==> src/hdl/acmc_pkg.sv <==
// ----------------------------------------------------------------------------
// acmc_pkg
// shared constants for the alarm clock mode controller
// ----------------------------------------------------------------------------
package acmc_pkg;

    // configuration register indexes
    localparam logic [0:0] REG_PERIODS_PER_STEP = 1'd0;
    localparam logic [0:0] REG_PRESS_LIMIT      = 1'd1;

    // configuration reset values
    localparam logic [3:0] PERIODS_PER_STEP_RST = 4'd2;
    localparam logic [2:0] PRESS_LIMIT_RST      = 3'd4;

    // time keeping limits
    localparam logic [5:0] SEC_WRAP  = 6'd60;
    localparam logic [5:0] MIN_WRAP  = 6'd60;
    localparam logic [4:0] HOUR_WRAP = 5'd24;

    // alarm reset setting
    localparam logic [4:0] ALARM_HOUR_RST   = 5'd1;
    localparam logic [5:0] ALARM_MINUTE_RST = 6'd1;

    // press counter saturation value
    localparam logic [2:0] PRESS_SAT = 3'd7;

    // led bit positions in the active-low indicator vector
    localparam int LED_TIME_SET  = 0;
    localparam int LED_ALARM_SET = 1;
    localparam int LED_RING      = 2;

endpackage

==> src/hdl/alarm_clock_mode_controller.sv <==
// ----------------------------------------------------------------------------
// alarm_clock_mode_controller
// latency: a result is presented the cycle after its input transaction
// throughput: one transaction per cycle while m_ready is high, set by the
//   single update stage of the clock/mode registers, which are the result register
// reset: aresetn synchronous active low, clears time, mode and counters,
//   alarm to 01:01, leds off (high), config to 2 periods and a limit of 4
// ----------------------------------------------------------------------------
module alarm_clock_mode_controller (
    input  logic       aclk,
    input  logic       aresetn,
    // configuration writes
    input  logic       cfg_we,
    input  logic [0:0] cfg_addr,
    input  logic [3:0] cfg_wdata,
    // timer period input
    input  logic       s_valid,
    output logic       s_ready,
    input  logic       s_set_time_pressed,
    input  logic       s_set_alarm_pressed,
    input  logic       s_snooze_pressed,
    input  logic [9:0] s_adc_sample,
    // result
    output logic       m_valid,
    input  logic       m_ready,
    output logic [4:0] m_hours,
    output logic [5:0] m_minutes,
    output logic [5:0] m_seconds,
    output logic [4:0] m_alarm_hours,
    output logic [5:0] m_alarm_minutes,
    output logic [1:0] m_mode,
    output logic       m_alarm_enabled,
    output logic       m_ring_led,
    output logic       m_time_set_led,
    output logic       m_alarm_set_led,
    output logic       m_step_done
);

    typedef enum logic [1:0] {
        MODE_RUN       = 2'd0,
        MODE_SET_TIME  = 2'd1,
        MODE_SET_ALARM = 2'd2,
        MODE_RING      = 2'd3
    } mode_t;

    // configuration
    logic [3:0]  periods_per_step_reg;
    logic [2:0]  press_limit_reg;

    // clock state; these registers are also the visible result
    logic [4:0]  hour_reg, hour_next;
    logic [5:0]  minute_reg, minute_next;
    logic [5:0]  second_reg, second_next;
    logic [4:0]  alarm_hour_reg, alarm_hour_next;
    logic [5:0]  alarm_minute_reg, alarm_minute_next;
    mode_t       mode_reg, mode_next;
    logic        armed_reg, armed_next;
    logic        held_reg, held_next;
    logic [2:0]  time_cnt_reg, time_cnt_next;
    logic [2:0]  alarm_cnt_reg, alarm_cnt_next;
    logic [3:0]  period_reg, period_next;
    logic        chan_reg, chan_next;
    logic [2:0]  led_reg, led_next;
    logic        step_reg, step_next;
    logic        valid_reg;

    logic        in_accept;

    // sample scaling: x*24>>10 == x*3>>7, x*60>>10 == x*15>>8
    logic [11:0] sample_x3;
    logic [13:0] sample_x15;
    logic [4:0]  sample_hours;
    logic [5:0]  sample_minutes;

    // result is held in the state registers, so new work only when it is free
    assign s_ready   = !valid_reg || m_ready;
    assign in_accept = s_valid && s_ready;

    assign sample_x3      = {2'b00, s_adc_sample} + {1'b0, s_adc_sample, 1'b0};
    assign sample_x15     = {s_adc_sample, 4'b0000} - {4'b0000, s_adc_sample};
    assign sample_hours   = sample_x3[11:7];
    assign sample_minutes = sample_x15[13:8];

    // next-state logic for one timer period, written in the order of events
    always_comb begin
        logic step;
        logic hit;

        hour_next         = hour_reg;
        minute_next       = minute_reg;
        second_next       = second_reg;
        alarm_hour_next   = alarm_hour_reg;
        alarm_minute_next = alarm_minute_reg;
        mode_next         = mode_reg;
        armed_next        = armed_reg;
        held_next         = held_reg;
        time_cnt_next     = time_cnt_reg;
        alarm_cnt_next    = alarm_cnt_reg;
        period_next       = period_reg;
        chan_next         = chan_reg;
        led_next          = led_reg;
        step              = 1'b0;
        hit               = 1'b0;

        if (mode_reg == MODE_RING) begin
            // every period is a step while ringing
            period_next = '0;
            step        = 1'b1;
        end else begin
            period_next = period_reg + 4'd1;
            if (s_set_time_pressed && time_cnt_reg < acmc_pkg::PRESS_SAT) begin
                time_cnt_next = time_cnt_reg + 3'd1;
            end
            if (s_set_alarm_pressed && alarm_cnt_reg < acmc_pkg::PRESS_SAT) begin
                alarm_cnt_next = alarm_cnt_reg + 3'd1;
            end
            // long press enters a set mode at once; time button wins
            if (time_cnt_next >= press_limit_reg) begin
                time_cnt_next = '0;
                held_next     = 1'b1;
                mode_next     = MODE_SET_TIME;
                step          = 1'b1;
            end else if (alarm_cnt_next >= press_limit_reg) begin
                alarm_cnt_next = '0;
                held_next      = 1'b1;
                mode_next      = MODE_SET_ALARM;
                step           = 1'b1;
            end
            // a zero period setting behaves as one
            if (period_next >= periods_per_step_reg) begin
                step = 1'b1;
            end
            if (step) begin
                period_next = '0;
            end
        end

        // the step acts on the mode that was active at the start of the period
        if (step) begin
            unique case (mode_reg)
                MODE_RUN: begin
                    second_next = second_reg + 6'd1;
                    if (second_next >= acmc_pkg::SEC_WRAP) begin
                        second_next = '0;
                        minute_next = minute_reg + 6'd1;
                    end
                    if (minute_next >= acmc_pkg::MIN_WRAP) begin
                        minute_next = '0;
                        hour_next   = hour_reg + 5'd1;
                    end
                    if (hour_next >= acmc_pkg::HOUR_WRAP) begin
                        hour_next = '0;
                    end
                    if (armed_reg && hour_next == alarm_hour_reg &&
                        minute_next == alarm_minute_reg) begin
                        mode_next = MODE_RING;
                    end
                    // snooze edge toggles the alarm arm
                    if (s_snooze_pressed && !held_next) begin
                        held_next  = 1'b1;
                        armed_next = !armed_reg;
                    end else if (!s_snooze_pressed && held_next) begin
                        held_next = 1'b0;
                    end
                end
                MODE_SET_TIME: begin
                    led_next[acmc_pkg::LED_TIME_SET] = 1'b0;
                    chan_next = !chan_reg;
                    if (chan_next) begin
                        hour_next = sample_hours;
                    end else begin
                        minute_next = sample_minutes;
                    end
                    if (s_set_time_pressed && !held_next) begin
                        held_next = 1'b1;
                        hit       = 1'b1;
                    end else if (!s_set_time_pressed && held_next) begin
                        held_next = 1'b0;
                    end
                    if (hit) begin
                        led_next[acmc_pkg::LED_TIME_SET] = 1'b1;
                        mode_next = MODE_RUN;
                    end
                end
                MODE_SET_ALARM: begin
                    led_next[acmc_pkg::LED_ALARM_SET] = 1'b0;
                    chan_next = !chan_reg;
                    if (chan_next) begin
                        alarm_hour_next = sample_hours;
                    end else begin
                        alarm_minute_next = sample_minutes;
                    end
                    if (s_set_alarm_pressed && !held_next) begin
                        held_next = 1'b1;
                        hit       = 1'b1;
                    end else if (!s_set_alarm_pressed && held_next) begin
                        held_next = 1'b0;
                    end
                    if (hit) begin
                        led_next[acmc_pkg::LED_ALARM_SET] = 1'b1;
                        mode_next = MODE_RUN;
                    end
                end
                MODE_RING: begin
                    led_next[acmc_pkg::LED_RING] = 1'b0;
                    if (s_snooze_pressed && !held_next) begin
                        held_next = 1'b1;
                        hit       = 1'b1;
                    end else if (!s_snooze_pressed && held_next) begin
                        held_next = 1'b0;
                    end
                    if (hit) begin
                        led_next[acmc_pkg::LED_RING] = 1'b1;
                        armed_next = !armed_reg;
                        mode_next  = MODE_RUN;
                    end
                end
                default: begin
                    mode_next = MODE_RUN;
                end
            endcase
        end

        step_next = step;
    end

    // configuration registers; write only while idle, the block does not enforce it
    always_ff @(posedge aclk) begin
        if (!aresetn) begin
            periods_per_step_reg <= acmc_pkg::PERIODS_PER_STEP_RST;
            press_limit_reg      <= acmc_pkg::PRESS_LIMIT_RST;
        end else if (cfg_we) begin
            unique case (cfg_addr)
                acmc_pkg::REG_PERIODS_PER_STEP: periods_per_step_reg <= cfg_wdata;
                acmc_pkg::REG_PRESS_LIMIT:      press_limit_reg      <= cfg_wdata[2:0];
                default: ;
            endcase
        end
    end

    // state and result registers, updated once per accepted transaction
    always_ff @(posedge aclk) begin
        if (!aresetn) begin
            hour_reg         <= '0;
            minute_reg       <= '0;
            second_reg       <= '0;
            alarm_hour_reg   <= acmc_pkg::ALARM_HOUR_RST;
            alarm_minute_reg <= acmc_pkg::ALARM_MINUTE_RST;
            mode_reg         <= MODE_RUN;
            armed_reg        <= 1'b0;
            held_reg         <= 1'b0;
            time_cnt_reg     <= '0;
            alarm_cnt_reg    <= '0;
            period_reg       <= '0;
            chan_reg         <= 1'b0;
            led_reg          <= '1;
            step_reg         <= 1'b0;
            valid_reg        <= 1'b0;
        end else begin
            if (in_accept) begin
                hour_reg         <= hour_next;
                minute_reg       <= minute_next;
                second_reg       <= second_next;
                alarm_hour_reg   <= alarm_hour_next;
                alarm_minute_reg <= alarm_minute_next;
                mode_reg         <= mode_next;
                armed_reg        <= armed_next;
                held_reg         <= held_next;
                time_cnt_reg     <= time_cnt_next;
                alarm_cnt_reg    <= alarm_cnt_next;
                period_reg       <= period_next;
                chan_reg         <= chan_next;
                led_reg          <= led_next;
                step_reg         <= step_next;
                valid_reg        <= 1'b1;
            end else if (m_ready) begin
                valid_reg <= 1'b0;
            end
        end
    end

    // result fields come straight from the state registers
    assign m_valid         = valid_reg;
    assign m_hours         = hour_reg;
    assign m_minutes       = minute_reg;
    assign m_seconds       = second_reg;
    assign m_alarm_hours   = alarm_hour_reg;
    assign m_alarm_minutes = alarm_minute_reg;
    assign m_mode          = mode_reg;
    assign m_alarm_enabled = armed_reg;
    assign m_ring_led      = led_reg[acmc_pkg::LED_RING];
    assign m_time_set_led  = led_reg[acmc_pkg::LED_TIME_SET];
    assign m_alarm_set_led = led_reg[acmc_pkg::LED_ALARM_SET];
    assign m_step_done     = step_reg;

    // time of day stays in range
    assert property (@(posedge aclk) disable iff (!aresetn)
        second_reg < acmc_pkg::SEC_WRAP && minute_reg < acmc_pkg::MIN_WRAP &&
        hour_reg < acmc_pkg::HOUR_WRAP)
        else $error("clock value out of range");

    // state moves only on an accepted transaction
    assert property (@(posedge aclk) disable iff (!aresetn)
        !in_accept |=> $stable(hour_reg) && $stable(minute_reg) &&
        $stable(mode_reg) && $stable(period_reg))
        else $error("state changed without a transaction");

    // every ringing period is a step
    assert property (@(posedge aclk) disable iff (!aresetn)
        in_accept && mode_reg == MODE_RING |=> step_reg && period_reg == 4'd0)
        else $error("ringing period without a step");

    // a pending result is not overwritten while stalled
    assert property (@(posedge aclk) disable iff (!aresetn)
        valid_reg && !m_ready |-> !in_accept)
        else $error("result overwritten while stalled");

endmodule

==> config.mk <==
export PLATFORM = sky130hd
export DESIGN_NAME = alarm_clock_mode_controller
export DESIGN_NICKNAME = d
export VERILOG_FILES = /design/src/hdl/acmc_pkg.sv /design/src/hdl/alarm_clock_mode_controller.sv
export SDC_FILE = /design/constraint.sdc
export NUM_CORES = 1
export LEC_CHECK = 0
export BUFFER_PORTS_ARGS = -buffer_cell sky130_fd_sc_hd__buf_2
export CELL_PAD_IN_SITES_DETAIL_PLACEMENT = 0
export CELL_PAD_IN_SITES_GLOBAL_PLACEMENT = 1
export CORE_MARGIN = 10
export CORE_UTILIZATION = 39
export CTS_CLUSTER_SIZE = 24
export DETAILED_ROUTE_END_ITERATION = 16
export GPL_TIMING_DRIVEN = 0
export PLACE_DENSITY = 0.86
export SETUP_SLACK_MARGIN = 0.05
export SYNTH_ARGS = -nofsm -noshare
export SYNTH_HDL_FRONTEND = slang
export SYNTH_SLANG_ARGS = --single-unit
export TNS_END_PERCENT = 10
==> constraint.sdc <==
create_clock -name aclk -period 3.15 [get_ports aclk]
set_clock_uncertainty 0.2 [all_clocks]
set_input_delay 0.1575 -clock aclk [delete_from_list [all_inputs] [get_ports aclk]]
set_output_delay 0.1575 -clock aclk [all_outputs]
set_load 0.02 [all_outputs]
# Word level (Yosys, flattened, before mapping)
# Index checks and enable logic that the tools add are counted.
op_classes:
  n_addsub: 8
  order_cmp: 8
  n_eq_ne: 9
  n_mux: 68
  bitwise: 3
  reduce_logical: 38
op_table:
  columns: ["operator", "count"]
  rows:
  - ["two-way mux 6 bit", 8]
  - ["two-way mux 5 bit", 7]
  - ["two-way mux 1 bit", 31]
  - ["two-way mux 3 bit", 7]
  - ["two-way mux 2 bit", 8]
  - ["AND reduction 4 bit", 4]
  - ["AND reduction 3 bit", 5]
  - ["subtractor 14 x 10 -> 14 bit", 1]
  - ["adder 10 x 11 -> 12 bit", 1]
  - ["adder 6 x 1 -> 6 bit, second input constant", 2]
  - ["greater-or-equal comparator 6 bit, second input constant", 2]
  - ["case mux 6 bit (2 select lines)", 1]
  - ["logical AND 1 bit", 11]
  - ["case mux 5 bit (2 select lines)", 1]
  - ["two-way mux 4 bit", 2]
  - ["case mux 2 bit (4 select lines)", 1]
  - ["logical NOT 1 bit", 7]
  - ["adder 3 x 1 -> 3 bit, second input constant", 2]
  - ["equality test 6 bit", 1]
  - ["greater-or-equal comparator 3 bit", 2]
  - ["less-than comparator 3 bit, second input constant", 2]
  - ["!= test 2 bit, second input constant", 3]
  - ["AND reduction 2 bit", 3]
  - ["nonzero test 2 bit", 3]
  - ["15 further kinds", 19]
totals:
  regBits: 55
  inputBits: 23
  output_inout_bits: 37
  word_cells: 153

# Depth between registers and ports, before layout
logic_depth:
  depth_word: 25
  depth_mapped: 16
  ltp_nobuf: 14

# Worst setup path before layout
# Ideal clock, no wire load.
synth_timing:
  kind: "register to register"
  startpoint: "reg time_cnt_reg[0]"
  endpoint: "reg alarm_minute_reg[0], in the netlist m_alarm_minutes[0]"
  setup_ns: 0.128
  t_arrival_ns: 3.092
  required_time_ns: 2.822
  path_slack_ns: -0.270
  stages_incl_launch_ff: 17
  path_buffers: 3
  period_less_slack_ns: 3.420
  path_cell_list: "dfxtp_1 ha_1 nand3_1 a21oi_1 nor2_1 ha_1 a21o_1 a31oi_1 o211ai_1 or3_1 clkbuf_1 and2_1 clkbuf_1 and3_1 clkbuf_1 mux2i_1 nand2_1"
synth_via:
  elab_chain_len: 10
  elab_cells_between_ends: 11
  classes_between: "1 x add/sub; 2 x order compare; 6 x mux; 2 x reduce/logical"
synth_rtl:
  columns: ["item", "line_no", "source"]
  rows:
  - ["start: declaration", "alarm_clock_mode_controller.sv:59", "logic [2:0] time_cnt_reg, time_cnt_next;"]
  - ["start signal: assignment", "alarm_clock_mode_controller.sv:269", "time_cnt_reg <= time_cnt_next;"]
  - ["less-than comparator 3 bit", "alarm_clock_mode_controller.sv:111", "if (s_set_time_pressed && time_cnt_reg < acmc_pkg::PRESS_SAT) begin"]
  - ["logical AND 1 bit", "alarm_clock_mode_controller.sv:111", null]
  - ["two-way mux 3 bit (*)", "alarm_clock_mode_controller.sv:111", null]
  - ["two-way mux 3 bit (*)", "alarm_clock_mode_controller.sv:105", "if (mode_reg == MODE_RING) begin"]
  - ["greater-or-equal comparator 3 bit (*)", "alarm_clock_mode_controller.sv:118", "if (time_cnt_next >= press_limit_reg) begin"]
  - ["two-way mux 1 bit (*)", "alarm_clock_mode_controller.sv:118", null]
  - ["two-way mux 1 bit (*)", "alarm_clock_mode_controller.sv:130", "if (period_next >= periods_per_step_reg) begin"]
  - ["two-way mux 1 bit (*) (2 in series)", "alarm_clock_mode_controller.sv:105", null]
  - ["AND reduction 4 bit (no line) (*)", null, null]
  - ["end signal: assignment", "alarm_clock_mode_controller.sv:248", "alarm_minute_reg <= acmc_pkg::ALARM_MINUTE_RST;"]
  - ["end signal: assignment", "alarm_clock_mode_controller.sv:265", "alarm_minute_reg <= alarm_minute_next;"]
  - ["end: declaration", "alarm_clock_mode_controller.sv:55", "logic [5:0] alarm_minute_reg, alarm_minute_next;"]
# Mark *: on every way between the ends. The rest lies on a longest branch, timed or not. The select of a mux whose other input is x is not followed.
# A chain may end at the register's enable or synchronous reset.

# Worst setup path after layout
layout_timing:
  startpoint: "reg alarm_cnt_reg[1]"
  endpoint: "reg alarm_hour_reg[3], in the netlist m_alarm_hours[3]"
layout_via:
  elab_chain_len: 11
  elab_cells_between_ends: 12
  classes_between: "1 x add/sub; 2 x order compare; 7 x mux; 2 x reduce/logical"
layout_rtl:
  columns: ["item", "line_no", "source"]
  rows:
  - ["start: declaration", "alarm_clock_mode_controller.sv:60", "logic [2:0] alarm_cnt_reg, alarm_cnt_next;"]
  - ["start signal: assignment", "alarm_clock_mode_controller.sv:270", "alarm_cnt_reg <= alarm_cnt_next;"]
  - ["less-than comparator 3 bit", "alarm_clock_mode_controller.sv:114", "if (s_set_alarm_pressed && alarm_cnt_reg < acmc_pkg::PRESS_SAT) begin"]
  - ["logical AND 1 bit", "alarm_clock_mode_controller.sv:114", null]
  - ["two-way mux 3 bit (*)", "alarm_clock_mode_controller.sv:114", null]
  - ["two-way mux 3 bit (*)", "alarm_clock_mode_controller.sv:105", null]
  - ["greater-or-equal comparator 3 bit (*)", "alarm_clock_mode_controller.sv:123", "end else if (alarm_cnt_next >= press_limit_reg) begin"]
  - ["two-way mux 1 bit (*)", "alarm_clock_mode_controller.sv:123", null]
  - ["two-way mux 1 bit (*)", "alarm_clock_mode_controller.sv:118", null]
  - ["two-way mux 1 bit (*)", "alarm_clock_mode_controller.sv:130", null]
  - ["two-way mux 1 bit (*) (2 in series)", "alarm_clock_mode_controller.sv:105", null]
  - ["AND reduction 4 bit (no line) (*)", null, null]
  - ["end signal: assignment", "alarm_clock_mode_controller.sv:247", "alarm_hour_reg <= acmc_pkg::ALARM_HOUR_RST;"]
  - ["end signal: assignment", "alarm_clock_mode_controller.sv:264", "alarm_hour_reg <= alarm_hour_next;"]
  - ["end: declaration", "alarm_clock_mode_controller.sv:54", "logic [4:0] alarm_hour_reg, alarm_hour_next;"]
# Marked as above.

==> flow_summary.html <==
<table>
<tr><th>Metric</th><th>Value</th></tr>
<tr><th colspan="2">Placed design</th></tr>
<tr><td>Number of port buffers</td><td>57</td></tr>
<tr><td>Weighted congestion reported at the end of routability-driven placement</td><td>0.8992</td></tr>
<tr><td>Dpl hpwl</td><td>9.811 mm</td></tr>
<tr><td>Total placed cells including tap cells</td><td>763</td></tr>
<tr><th colspan="2">Setup path</th></tr>
<tr><td>Critical path buffer and inverter count</td><td>1</td></tr>
<tr><td>Worst stage delay on the critical path</td><td>0.39 ns</td></tr>
<tr><td>Worst reg2reg path startpoint</td><td>alarm_cnt_reg[1]</td></tr>
<tr><td>Kind of start point of the critical path</td><td>flip-flop</td></tr>
<tr><td>R2R depth</td><td>14</td></tr>
<tr><td>Req. time, crit path</td><td>3.18 ns</td></tr>
<tr><td>Critical path endpoint category</td><td>flip-flop</td></tr>
<tr><td>Arrival time of the worst setup path</td><td>3.20 ns</td></tr>
<tr><td>Slowest CP cell</td><td>sky130_fd_sc_hd__or3_4</td></tr>
<tr><td>Worst setup path class</td><td>reg2reg</td></tr>
<tr><td>Minimum setup slack among reg-to-reg paths</td><td>-0.02 ns</td></tr>
<tr><td>Top cell family by delay on the critical path</td><td>simple AND/OR/NAND/NOR gates</td></tr>
<tr><td>Critical path's most frequent cell</td><td>sky130_fd_sc_hd__a31oi_4</td></tr>
<tr><td>Reg-to-Reg End</td><td>m_alarm_hours[3]</td></tr>
<tr><td>Cells traversed along the worst timing path</td><td>a31oi_4 &gt; nand2_2 &gt; xnor2_2 &gt; ha_1 &gt; a21o_1 &gt; a31oi_4 &gt; o211ai_1 &gt; or3_4 &gt; clkbuf_16 &gt; and2_4 &gt; nand2_1 &gt; nor2_2 &gt; mux2i_1 &gt; and2_1</td></tr>
<tr><td>Critical path fanouts, max</td><td>7</td></tr>
<tr><th colspan="2">CTS</th></tr>
<tr><td>Root buf cell</td><td>sky130_fd_sc_hd__clkbuf_8</td></tr>
<tr><td>Number of clock sinks</td><td>55</td></tr>
<tr><td>Number of buffers on the longest clock path</td><td>2</td></tr>
<tr><td>Clock transition at the register clock pins on the worst setup and hold paths after CTS</td><td>0.11 ns</td></tr>
<tr><td>Deepest level of the CTS H-tree</td><td>2</td></tr>
<tr><td>CTS tree</td><td>built</td></tr>
<tr><td>Clk Latency, worst-skew pair</td><td>0.34 ns</td></tr>
<tr><td>Number of buffers created by CTS</td><td>5</td></tr>
<tr><th colspan="2">Cells and area</th></tr>
<tr><td>Post-route non-filler standard cell count</td><td>793</td></tr>
<tr><td>Final standard cell utilization of the core</td><td>49.43%</td></tr>
<tr><td>Ratio of cells with drive above 1 in the final layout</td><td>22.05%</td></tr>
<tr><td>Number of nets in the layout</td><td>716</td></tr>
<tr><td>Area grow syn2layout</td><td>23.03%</td></tr>
<tr><td>Antenna diode instance count</td><td>0</td></tr>
<tr><th colspan="2">GRT</th></tr>
<tr><td>Remaining global-route overflow</td><td>0</td></tr>
<tr><td>Global router's overall resource usage</td><td>15.80%</td></tr>
<tr><td>Vias in the first global route</td><td>4312</td></tr>
<tr><td>Antenna violations before repair</td><td>0</td></tr>
<tr><td>Global-route wire length before repair</td><td>21.49 mm</td></tr>
<tr><td>Pin count of the biggest net entering global routing</td><td>20</td></tr>
<tr><th colspan="2">Drt</th></tr>
<tr><td>Routed wirelength normalized by instance count</td><td>16.27 µm</td></tr>
<tr><td>Wirelength, routed</td><td>12.91 mm</td></tr>
<tr><td>Iteration-0 DRC Markers</td><td>339</td></tr>
<tr><td>DRC Markers</td><td>0</td></tr>
<tr><td>Total vias in the final route</td><td>4425</td></tr>
<tr><td>Number of detailed-route iterations in the first pass</td><td>5</td></tr>
<tr><td>Vias per inst</td><td>5.580</td></tr>
<tr><td>Number of nets with antenna violations after detailed routing</td><td>0</td></tr>
<tr><th colspan="2">Min path</th></tr>
<tr><td>Worst min-delay path endpoint</td><td>led_reg[1]</td></tr>
<tr><td>Classification of the worst-slack hold path</td><td>in2reg</td></tr>
<tr><td>Hold path start</td><td>s_set_alarm_pressed</td></tr>
<tr><td>Hold path depth</td><td>3</td></tr>
<tr><th colspan="2">Synthesis</th></tr>
<tr><td>Main combinational cell family by area after synthesis</td><td>compound AO/OA/AOI/OAI gates</td></tr>
<tr><td>Fraction of synthesized cell area taken by the top area cell type</td><td>25.17%</td></tr>
<tr><td>Number of library cell types mapped by synthesis</td><td>70</td></tr>
<tr><td>Count leader, synth</td><td>sky130_fd_sc_hd__nand2_1</td></tr>
<tr><td>Top_reg_cell synth</td><td>sky130_fd_sc_hd__dfxtp_1</td></tr>
<tr><td>Area leader, netlist</td><td>sky130_fd_sc_hd__dfxtp_1</td></tr>
<tr><td>Synth top area cells</td><td>sky130_fd_sc_hd__dfxtp_1 (25%), sky130_fd_sc_hd__ha_1 (12%), sky130_fd_sc_hd__nand2_1 (6.7%), sky130_fd_sc_hd__o21ai_0 (4.6%), sky130_fd_sc_hd__a21oi_1 (3.2%)</td></tr>
<tr><td>Share of synthesized area occupied by flip-flops and latches</td><td>25.17%</td></tr>
<tr><td>Total standard cell area after synthesis</td><td>4374 µm²</td></tr>
<tr><td>Most used standard cells in the synthesized netlist</td><td>sky130_fd_sc_hd__nand2_1 (78), sky130_fd_sc_hd__dfxtp_1 (55), sky130_fd_sc_hd__ha_1 (41)</td></tr>
<tr><td>Count of flip-flops with a built-in enable after synthesis</td><td>0</td></tr>
<tr><td>FF+latch count, synth</td><td>55</td></tr>
<tr><td>Cell count after synthesis</td><td>566</td></tr>
<tr><td>Post-synthesis area per instance</td><td>7.728 µm²</td></tr>
<tr><td>Adder-cell area share of the yosys netlist</td><td>11.73%</td></tr>
<tr><td>Synth Area in XOR/XNOR</td><td>4.605%</td></tr>
<tr><td>Share of cell area taken by muxes after synthesis</td><td>3.261%</td></tr>
<tr><td>Post-synth ARST share</td><td>0%</td></tr>
<tr><td>Simple-Gate Fraction of Synth Area</td><td>24.34%</td></tr>
<tr><td>Compound-Gate Fraction of Synth Area</td><td>26.57%</td></tr>
<tr><td>Synthesized net count</td><td>630</td></tr>
<tr><td>Yosys Warn Count</td><td>0</td></tr>
<tr><th colspan="2">Floorplanning</th></tr>
<tr><td>Area of the core</td><td>10890 µm²</td></tr>
<tr><td>Die X</td><td>125.9 µm</td></tr>
<tr><td>Die H</td><td>125.9 µm</td></tr>
<tr><td>Effective utilization at floorplan</td><td>40.17%</td></tr>
<tr><td>Top Ports</td><td>60</td></tr>
<tr><td>Full die area</td><td>15850 µm²</td></tr>
<tr><td>Row count</td><td>38</td></tr>
<tr><th colspan="2">Timing</th></tr>
<tr><td>Post-layout minimum cycle time</td><td>3.171 ns</td></tr>
<tr><td>Max Transition Viols Final</td><td>0</td></tr>
<tr><td>RSZ-0062 raised after global routing</td><td>yes</td></tr>
<tr><td>Post-route clock period utilization</td><td>100.7%</td></tr>
<tr><td>Total negative slack for setup checks</td><td>-0.02919 ns</td></tr>
<tr><td>Final setup fails</td><td>2</td></tr>
<tr><td>Timing-limited maximum frequency</td><td>315.3 MHz</td></tr>
<tr><td>Final worst-path setup slack</td><td>-0.02120 ns</td></tr>
<tr><td>Count of final hold-check violations</td><td>0</td></tr>
<tr><td>Slew of the pin with the lowest slew margin</td><td>0.6143 ns</td></tr>
<tr><td>Rel. slew slack</td><td>59.05%</td></tr>
<tr><td>Worst hold margin</td><td>0.008176 ns</td></tr>
<tr><th colspan="2">Power and ir drop</th></tr>
<tr><td>Cell area power density</td><td>320.5 nW/µm²</td></tr>
<tr><td>Peak supply drop</td><td>177.1 µV</td></tr>
<tr><td>Static Leak</td><td>2.328 nW</td></tr>
<tr><th colspan="2">Flow run</th></tr>
<tr><td>Max-cap violations</td><td>0</td></tr>
<tr><th colspan="2">Status</th></tr>
<tr><td>Run status</td><td>finished, violations left</td></tr>
<tr><td>Violated checks</td><td>setup timing</td></tr>
</table>
how the worst max path moves through the flow:
stage,startpoint,slack [ns],cells past startpoint,endpoint
3_5_place_dp,s_set_alarm_pressed,-0.36,17,m_alarm_minutes[0]
3_3_place_gp,time_cnt_reg[0],-0.31,16,m_hours[4]
5_1_grt,alarm_cnt_reg[1],-0.18,14,m_alarm_minutes[0]
4_1_cts,alarm_cnt_reg[1],-0.01,14,m_alarm_minutes[0]
2_1_floorplan,time_cnt_reg[0],-0.05,16,m_alarm_minutes[0]
6_report,alarm_cnt_reg[1],-0.02,14,m_alarm_hours[3]
tightest hold or removal path, delay by kind of cell:
family | cells | cell delay (ns)
buffers and inverters | 1 | 0.13
AO/OA/AOI/OAI | 2 | 0.22
cells by family (layout without fill, tap and decap cells):
group / Yosys count / count (layout)
XOR/XNOR: 23 / 23
buffers and inverters: 50 / 137
adder cells (fa/ha/maj): 41 / 41
flip-flops: 55 / 55
multiplexers: 14 / 14
AO/OA/AOI/OAI: 168 / 168
AND/OR/NAND/NOR: 215 / 215
area by class of cell:
| type | count | area, µm² |
|---|---|---|
| fill | 1086 | 5507 |
| multi-input combinational | 461 | 3274 |
| sequential | 55 | 1127 |
| timing repair buffer | 80 | 483.0 |
| tap | 140 | 175.2 |
| inverter | 31 | 116.4 |
| buffer | 18 | 108.9 |
| clock buffer | 5 | 68.82 |
| clock inverter | 3 | 27.53 |
placed cells by master, fill, tap and decap left out, types with 4 or more instances in the layout:
cell                             n
sky130_fd_sc_hd__o21ai_0        38
sky130_fd_sc_hd__nand2b_1       10
sky130_fd_sc_hd__and2_1         13
sky130_fd_sc_hd__clkbuf_8        5
sky130_fd_sc_hd__a22oi_1         7
sky130_fd_sc_hd__xnor2_1        14
sky130_fd_sc_hd__a31oi_1         5
sky130_fd_sc_hd__nand3_1        17
sky130_fd_sc_hd__dfxtp_4         5
sky130_fd_sc_hd__o211ai_1        8
sky130_fd_sc_hd__dfxtp_2         6
sky130_fd_sc_hd__a21o_1          7
sky130_fd_sc_hd__nor3_1          8
sky130_fd_sc_hd__nor2_2          4
sky130_fd_sc_hd__nand2_1        75
sky130_fd_sc_hd__buf_2          57
sky130_fd_sc_hd__dfxtp_1        44
sky130_fd_sc_hd__xor2_1          8
sky130_fd_sc_hd__nor2_1         32
sky130_fd_sc_hd__o22ai_1         4
sky130_fd_sc_hd__a21oi_2         5
sky130_fd_sc_hd__inv_1          30
sky130_fd_sc_hd__clkbuf_1       13
sky130_fd_sc_hd__a21oi_1        26
sky130_fd_sc_hd__nor2b_1        18
sky130_fd_sc_hd__ha_1           37
sky130_fd_sc_hd__dlygate4sd3_1  10
sky130_fd_sc_hd__mux2i_1        11
sky130_fd_sc_hd__o211a_1        10
sky130_fd_sc_hd__buf_4          14
sky130_fd_sc_hd__a21boi_0       12
sky130_fd_sc_hd__a211oi_1        4
sky130_fd_sc_hd__and3_1          5
through the flow:
stage	total power [mW]	cell area [µm²]	setup WS (ns)
finish	1.725	5381	-0.02120
global route	1.823	5381	-0.1842
CTS	1.715	5343	-0.01065
detailed placement	1.230	4878	-0.3631
global placement	1.219	4878	-0.3146
floorplan	1.093	4418	-0.05470
metal layers:
metal	part of all wire [%]	routed length (µm)	GRT usage (%)
met5	0	0	0
met4	1.4	177	5.023
met3	4.8	617	2.433
met2	48	6132	26.44
met1	46	5979	20.28
report_power, final:
group	internal, mW	switching, mW	total (mW)
clock	0.164	0.268	0.431
sequential	0.725	0.0454	0.771
combinational	0.228	0.295	0.523
total	1.12	0.608	1.72
timing repair:
item,in CTS,in global routing
hold buffers,10,0
cloned,1,0
gates resized for setup,44,13
setup buffers,12,0
pin swaps,9,5
hold endpoints to repair,8,0
setup endpoints to repair,33,33
(Power assumes the default switching activity.)
